## src/design/klsr_pkg.sv

```systemverilog
// klsr_pkg: shared types and constants for the keymap layer stack resolver.
// No dependencies; imported by every module of the block.
`default_nettype none

package klsr_pkg;

  localparam int DEF_NUM_LAYERS  = 8;
  localparam int DEF_NUM_ROWS    = 8;
  localparam int DEF_NUM_COLS    = 16;
  localparam int DEF_STACK_SLOTS = 4;

  localparam int KIND_W  = 3;
  localparam int LAYER_W = 4;
  localparam int ROW_W   = 4;
  localparam int COL_W   = 5;
  localparam int CODE_W  = 16;
  localparam int COUNT_W = 3;
  localparam int CFG_IDX_W = 1;

  localparam logic [LAYER_W-1:0] CUR_LAYER_RST  = LAYER_W'(1);
  localparam logic [LAYER_W-1:0] BASE_LAYER_RST = LAYER_W'(0);
  localparam logic [CODE_W-1:0]  TRANSPARENT_RST = CODE_W'(1);
  localparam logic [CODE_W-1:0]  NO_KEY_RST      = CODE_W'(0);

  typedef enum logic [KIND_W-1:0] {
    KIND_LOOKUP   = 3'd0,
    KIND_SET_BASE = 3'd1,
    KIND_PUSH     = 3'd2,
    KIND_REMOVE   = 3'd3,
    KIND_WRITE    = 3'd4
  } kind_t;

  typedef enum logic [CFG_IDX_W-1:0] {
    CFG_TRANSPARENT = 1'b0,
    CFG_NO_KEY      = 1'b1
  } cfg_reg_t;

  // layer stack update command, one transaction per accepted item
  typedef struct packed {
    logic                en;
    kind_t               kind;
    logic [LAYER_W-1:0]  layer;
  } layer_cmd_t;

endpackage

`default_nettype wire

```

## src/design/klsr_layer_stack.sv

```systemverilog
// klsr_layer_stack: base layer, current layer and momentary layer stack.
// Depends on klsr_pkg for the command struct and layer constants.
`default_nettype none

module klsr_layer_stack
  import klsr_pkg::*;
#(
  parameter int NUM_LAYERS  = DEF_NUM_LAYERS,
  parameter int STACK_SLOTS = DEF_STACK_SLOTS,
  parameter int CNT_W       = $clog2(STACK_SLOTS + 1)
) (
  input  wire logic               clk,
  input  wire logic               rst,
  input  wire layer_cmd_t         cmd,
  output logic      [LAYER_W-1:0] cur_layer,
  output logic      [LAYER_W-1:0] home_layer,
  output logic      [CNT_W-1:0]   depth
);

  logic [LAYER_W-1:0] slots      [STACK_SLOTS];
  logic [LAYER_W-1:0] slots_next [STACK_SLOTS];
  logic [LAYER_W-1:0] cur_layer_next;
  logic [LAYER_W-1:0] home_layer_next;
  logic [CNT_W-1:0]   depth_next;
  logic               layer_ok;
  logic               hit;
  logic [CNT_W-1:0]   hit_idx;
  logic [LAYER_W-1:0] top_after;

  assign layer_ok = {1'b0, cmd.layer} < (LAYER_W + 1)'(NUM_LAYERS);

  always_comb begin
    slots_next      = slots;
    cur_layer_next  = cur_layer;
    home_layer_next = home_layer;
    depth_next      = depth;
    hit             = 1'b0;
    hit_idx         = '0;
    top_after       = home_layer;

    // topmost matching slot: later matches override earlier ones
    for (int i = 0; i < STACK_SLOTS; i++) begin
      if (CNT_W'(i) < depth && slots[i] == cmd.layer) begin
        hit     = 1'b1;
        hit_idx = CNT_W'(i);
      end
    end

    if (cmd.en) begin
      case (cmd.kind)
        KIND_SET_BASE: begin
          if (layer_ok) begin
            home_layer_next = cmd.layer;
            if (depth == '0) begin
              cur_layer_next = cmd.layer;
            end
          end
        end
        KIND_PUSH: begin
          if (layer_ok && depth < CNT_W'(STACK_SLOTS)) begin
            for (int i = 0; i < STACK_SLOTS; i++) begin
              if (CNT_W'(i) == depth) begin
                slots_next[i] = cmd.layer;
              end
            end
            depth_next     = depth + CNT_W'(1);
            cur_layer_next = cmd.layer;
          end
        end
        KIND_REMOVE: begin
          if (hit) begin
            // close the gap above the removed slot
            for (int i = 0; i < STACK_SLOTS - 1; i++) begin
              if (CNT_W'(i) >= hit_idx) begin
                slots_next[i] = slots[i + 1];
              end
            end
            depth_next = depth - CNT_W'(1);
          end
          for (int i = 0; i < STACK_SLOTS; i++) begin
            if (CNT_W'(i + 1) == depth_next) begin
              top_after = slots_next[i];
            end
          end
          cur_layer_next = (depth_next == '0) ? home_layer : top_after;
        end
        default: begin
        end
      endcase
    end
  end

  always_ff @(posedge clk) begin
    if (rst) begin
      cur_layer  <= CUR_LAYER_RST;
      home_layer <= BASE_LAYER_RST;
      depth      <= '0;
    end else begin
      cur_layer  <= cur_layer_next;
      home_layer <= home_layer_next;
      depth      <= depth_next;
    end
  end

  always_ff @(posedge clk) begin
    slots <= slots_next;
  end

endmodule

`default_nettype wire

```

## config.mk

```make
export PLATFORM = sky130hd
export DESIGN_NAME = klsr_layer_stack
export DESIGN_NICKNAME = d
export VERILOG_FILES = /design/src/design/klsr_pkg.sv /design/src/design/klsr_layer_stack.sv
export SDC_FILE = /design/constraint.sdc
export NUM_CORES = 1
export LEC_CHECK = 0
export ABC_AREA = 1
export BUFFER_PORTS_ARGS = -buffer_cell sky130_fd_sc_hd__buf_2
export CAP_MARGIN = 5
export CORE_ASPECT_RATIO = 0.7
export CORE_MARGIN = 2
export CORE_UTILIZATION = 55
export CTS_CLUSTER_SIZE = 25
export DETAILED_ROUTE_END_ITERATION = 10
export GPL_ROUTABILITY_DRIVEN = 0
export PLACE_DENSITY_LB_ADDON = 0.1
export SLEW_MARGIN = 30
export SYNTH_ARGS = -nofsm -noshare
export SYNTH_HDL_FRONTEND = slang
export SYNTH_SLANG_ARGS = --single-unit
```

## constraint.sdc

```tcl
create_clock -name clk -period 6 [get_ports clk]
set_clock_uncertainty 0.05 [all_clocks]
set_input_delay 0.6 -clock clk [delete_from_list [all_inputs] [get_ports clk]]
set_output_delay 0.6 -clock clk [all_outputs]
set_load 0.005 [all_outputs]
```

=== Word-level counts from Yosys, hierarchy flattened ===
Cells that the tools add are included.

* Flip-flop bits (word level): 27
* Word-level logic and storage cells: 84
* Input port bits: 10
* Output and inout bits: 11

* Equality and inequality tests: 20
* Order comparisons: 9
* Reductions and logical operators: 16
* $add $sub $neg: 2
* Multiplexer cells: 30

{| class="wikitable"
|+ Operator list
! cell !! count
|-
| $mux 4 || 14
|-
| $pmux 12 s2 || 1
|-
| $mux 3 || 6
|-
| $eq 4x4->1 || 4
|-
| $mux 16 || 1
|-
| $reduce_and 4->1 || 4
|-
| $eq 2x3->1 const A || 4
|-
| $mux 12 || 1
|-
| $ne 2x2->1 const B || 6
|-
| $pmux 4 s3 || 1
|-
| $eq 1x3->1 const A || 2
|-
| $eq 3x2->1 const B || 2
|-
| $ge 1x3->1 const A || 2
|-
| $logic_not 3->1 || 2
|-
| $lt 1x3->1 const A || 2
|-
| $lt 2x3->1 const A || 2
|-
| $pmux 3 s2 || 1
|-
| $reduce_and 3->1 || 2
|-
| $logic_and 1x1->1 || 5
|-
| $mux 1 || 5
|-
| $reduce_and 5->1 || 1
|-
| $lt 4x4->1 const B || 1
|-
| $add 3x1->3 const B || 1
|-
| $eq 3x1->1 const B || 1
|-
| 6 further kinds || 6
|}

=== Depth between registers and ports, before layout ===
* Depth after elaboration: 16
* Gate-level depth with buffers: 20
* Mapped depth without buffers: 20

=== Least setup slack after synthesis ===
No wires, ideal clock.

* Path type: input -> register
* Start: input port cmd[0] in the netlist's numbering
* End: register cur_layer[0]
* Required time: 5838 ps
* Stages on the path: 20
* Arrival: 2122 ps
* Slack: 3716 ps
* Library setup time: 112 ps
* Path buffers: 1
* Cells stage by stage: buf_2 > inv_2 > nand2_1 > nand2_1 > nor2_1 > nand3_2 > nand2_4 > nor2_8 > nand2_1 > nand2_2 > nor2_1 > nand3_1 > nand3_1 > nand2_1 > nand2_1 > nand2_1 > nand2_1 > nand2_1 > nand2_1 > nand2_1

* Longest elaborated chain between the ends: 16
* Elaborated cells on any way between the ends: 44
* Those cells by class: order compare: 4; eq/ne: 10; mux: 23; reduce/logical: 7

{| class="wikitable"
|+ RTL lines
! what !! line !! RTL
|-
| from (decl) || klsr_layer_stack.sv:14 || <nowiki>input wire layer_cmd_t cmd,</nowiki>
|-
| $eq 4x4->1 || klsr_layer_stack.sv:43 || <nowiki>if (CNT_W'(i) < depth && slots[i] == cmd.layer) begin</nowiki>
|-
| $logic_and 1x1->1 || klsr_layer_stack.sv:43 ||
|-
| $mux 1 (4 in series) || klsr_layer_stack.sv:43 ||
|-
| $mux 3 || klsr_layer_stack.sv:71 || <nowiki>if (hit) begin</nowiki>
|-
| $mux 3 || klsr_layer_stack.sv:50 || <nowiki>case (cmd.kind)</nowiki>
|-
| $mux 3 || klsr_layer_stack.sv:49 || <nowiki>if (cmd.en) begin</nowiki>
|-
| $eq 1x3->1 || klsr_layer_stack.sv:81 || <nowiki>if (CNT_W'(i + 1) == depth_next) begin</nowiki>
|-
| $mux 4 (4 in series) || klsr_layer_stack.sv:81 ||
|-
| $mux 4 || klsr_layer_stack.sv:85 || <nowiki>cur_layer_next = (depth_next == '0) ? home_layer : top_after;</nowiki>
|-
| $pmux 4 s3 || klsr_layer_stack.sv:50 ||
|-
| to (signal assigned) || klsr_layer_stack.sv:99 || <nowiki>cur_layer <= cur_layer_next;</nowiki>
|-
| to (decl) || klsr_layer_stack.sv:15 || <nowiki>output logic [LAYER_W-1:0] cur_layer,</nowiki>
|}

Parallel ways exist; a longest one is shown, timed or not. The select of a mux whose other input is x is not followed.
A chain may end at the register's enable or synchronous reset.

=== Worst setup path in the final report ===
* Start: register depth[1]
* End: register cur_layer[3]

* Longest elaborated chain between the ends: 16
* Elaborated cells on any way between the ends: 43
* Those cells by class: add/sub: 1; order compare: 8; eq/ne: 6; mux: 20; reduce/logical: 8

{| class="wikitable"
|+ RTL lines
! what !! line !! RTL
|-
| from (decl) || klsr_layer_stack.sv:17 || <nowiki>output logic [CNT_W-1:0] depth</nowiki>
|-
| from (signal assigned) || klsr_layer_stack.sv:101 || <nowiki>depth <= depth_next;</nowiki>
|-
| $lt 1x3->1 || klsr_layer_stack.sv:43 ||
|-
| $logic_and 1x1->1 || klsr_layer_stack.sv:43 ||
|-
| $mux 1 (4 in series) || klsr_layer_stack.sv:43 ||
|-
| $mux 3 || klsr_layer_stack.sv:71 ||
|-
| $mux 3 || klsr_layer_stack.sv:50 ||
|-
| $mux 3 || klsr_layer_stack.sv:49 ||
|-
| $eq 1x3->1 || klsr_layer_stack.sv:81 ||
|-
| $mux 4 (4 in series) || klsr_layer_stack.sv:81 ||
|-
| $mux 4 || klsr_layer_stack.sv:85 ||
|-
| $pmux 4 s3 || klsr_layer_stack.sv:50 ||
|}

Parallel ways exist; a longest one is shown, timed or not. The select of a mux whose other input is x is not followed.

==> impl_results.md <==
- Grt met1 use: 0.4118
- Via count: 2023
- Area of the multi-input gates: 1174 um2
- Drt first pass iters: 4
- DP Wirelength: 4353 um
- Req. time, crit path: 6120 ps
- Slew Viols, Final: 0
- Post-Syn Instances: 308
- Worst min path class: flip-flop to flip-flop
- Cell Area, Placed: 2210 um2
- Element type at the critical path start: flip-flop
- GRT busiest layer: met1
- Cell taking the most area after synthesis: edfxtp_1
- DRC Markers: 0
- CP arrival: 2960 ps
- Post-synth EDFFs: 16
- Antenna Cells: 0
- Placed instance count: 373
- Kind of critical path: flip-flop to flip-flop
- Vias in the first global route: 1829
- GRT met2 Usage: 0.4050
- Post-DRT Antenna Nets: 0
- Yosys reg bits: 27
- Slew margin rel.: 0.5936
- Sequential area share after synthesis: 0.3380
- Post-DR vias/cell: 5.366
- Final Cell Area: 2255 um2
- Clock transition at path regs: 90 ps
- Clk_lat worst skew: 280 ps
- Status: finished, final reports clean
- Clk sinks: 27
- Syn Area/Cell: 6.731 um2
- Worst-path fanout max: 8
- # port buffers: 20
- P per Cell Area: 181.7 nW/um2
- CTS resizes: 0
- Grt total ovfl: 0
- Fillcell total: 347
- DR iter-0 viols: 198
- Total wire length: 5614 um
- Hold Slack: 422.5 ps
- Die X: 77.38 um
- Hold Violations, Final: 0
- RSZ-0062 raised after global routing: no
- Die Y: 55.37 um
- Initial antenna violation count: 0
- Synth Net Count: 323
- Final #Nets: 343
- Final worst path period share: 0.4735
- Leakage power: 1.126 nW
- Top-Level Pins: 21
- Final setup violating endpoints: 0
- Max Cap Violations: 0
- Post-CTS setup buffers: 0
- Slew @ Worst Pin: 609.6 ps
- FF+latch area: 700.7 um2
- Post-DR wirelength/cell: 14.89 um
- Area growth syn-to-layout: 8.751%
- Total CTS buffers: 3
- Max Fclk: 0.3520 GHz
- CTS tree: yes
- CTS root buffer: clkbuf_8
- Row count: 18
- Core box area: 3558 um2
- Synth top area cells: edfxtp_1, nand2_1, dfxtp_1
- Layout Cells excl Fill: 377
- Syn Std Cell Area: 2073 um2
- Initial Utilization: 0.5826
- Setup crit end kind: flip-flop
- First-pass GRT wire length: 9163 um
- Grt met3 use: 0.06209
- Main synth FF type: edfxtp_1
- Clock tree buffer depth: 2
- Clock H-tree levels: 1
- Fin Setup TNS: 0 ps
- Final Core Density: 0.6336
- CTS Hold Buffers Added: 0
- Synth Warn #: 0
- Worst vdd ir: 0.1469 mV
- Fraction of registers with async set/reset: 0
- GRT Overall Usage: 0.2787
- Final Critical Period: 2841 ps
- Largest net degree at the start of global routing: 19
- Distinct cell type count after synthesis: 31
- Layout cells sized above 1: 0.1468
- Die area: 4284 um2
- Share of the synthesized area in the top cell type: 0.2317
[cell usage in the layout, fill, tap and decap left out, types with 4 or more instances in the layout]
master,instances
nand2_1,89
inv_1,39
nor2_1,33
o21ai_0,30
a21oi_1,21
buf_2,20
nand3_1,17
edfxtp_1,16
dfxtp_1,11
inv_2,6
ha_1,5
xnor2_1,4
nand3_2,4
[Yosys cell counts (2+ instances only)]
cell type / number
o21ai_1: 2
inv_1: 39
nor2_8: 2
nor2_2: 3
nor2_1: 33
nor3_1: 3
nand3_2: 4
buf_2: 3
nand2_4: 3
nor2_4: 3
xnor2_1: 4
xor2_1: 2
edfxtp_1: 16
ha_1: 5
o21ai_0: 30
inv_2: 6
nor3_2: 2
nand2_1: 89
nand3_1: 17
a21oi_1: 21
dfxtp_1: 11
[registers in the layout (all words and copies together) (netlist names)]
register	count
slots	16
depth	3
cur_layer	4
home_layer	4
[per-stage QoR]
stage          setup slack (ps)  power, mW
3_5_place_dp               3167     0.3054
6_report                   3159     0.4097
3_3_place_gp               3215     0.3048
4_1_cts                    3194     0.4100
2_1_floorplan              3716     0.2795
5_1_grt                    2903     0.4300
[report_power, final]
part           internal [mW]  switching [mW]
clock                 0.0477          0.0583
sequential             0.202         0.00523
combinational         0.0310          0.0656
total                  0.281           0.129
[critical path, cell delays in order, from the launching register on]
cell     delay (ps)
dfxtp_1         500
inv_1           160
ha_1            200
inv_1            50
nor2_1           60
nor2_1          170
nand3_2         120
nand2_4         140
nand3_1         280
o21ai_0         440
nand3_1         150
nand3_1         100
nand2_1          60
nand2_1          80
nand2_1          50
nand2_1          50
a21oi_1          60
[layout make-up]
| type | count | area share |
|---|---|---|
| repair buffers | 20 | 0.04440 |
| multi-input cells | 230 | 0.5205 |
| well taps | 50 | 0.02775 |
| inverters | 46 | 0.07658 |
| flip-flops and latches | 27 | 0.3108 |
| clock buffers | 4 | 0.01998 |
[metal layers]
layer / vias to the layer above / wire [um]
met2: 100 / 2338
met5: - / 0
met1: 891 / 2681
met3: 9 / 517
li1: 1023 / -
met4: 0 / 76
[cells by family after synthesis]
family / Yosys count / share of synthesized area
AOI/OAI and AO/OA: 58 / 0.1454
xor gates and xnor gates: 6 / 0.02535
adders and majority gates: 5 / 0.03018
buffers and inverters: 51 / 0.09595
DFF: 27 / 0.3380
and+or+nand+nor: 161 / 0.3651
[final timing paths]
path / from / slack, ps / endpoint / cells past startpoint
setup / recovery: depth[1] / 3160 / cur_layer[3] / 16
setup reg to reg: depth[1] / 3160 / cur_layer[3] / 16
hold reg to reg: cur_layer[3] / 420 / cur_layer[3] / 2
hold / removal: cur_layer[3] / 420 / cur_layer[3] / 2
No activity file was read; power rests on OpenSTA's default activity.
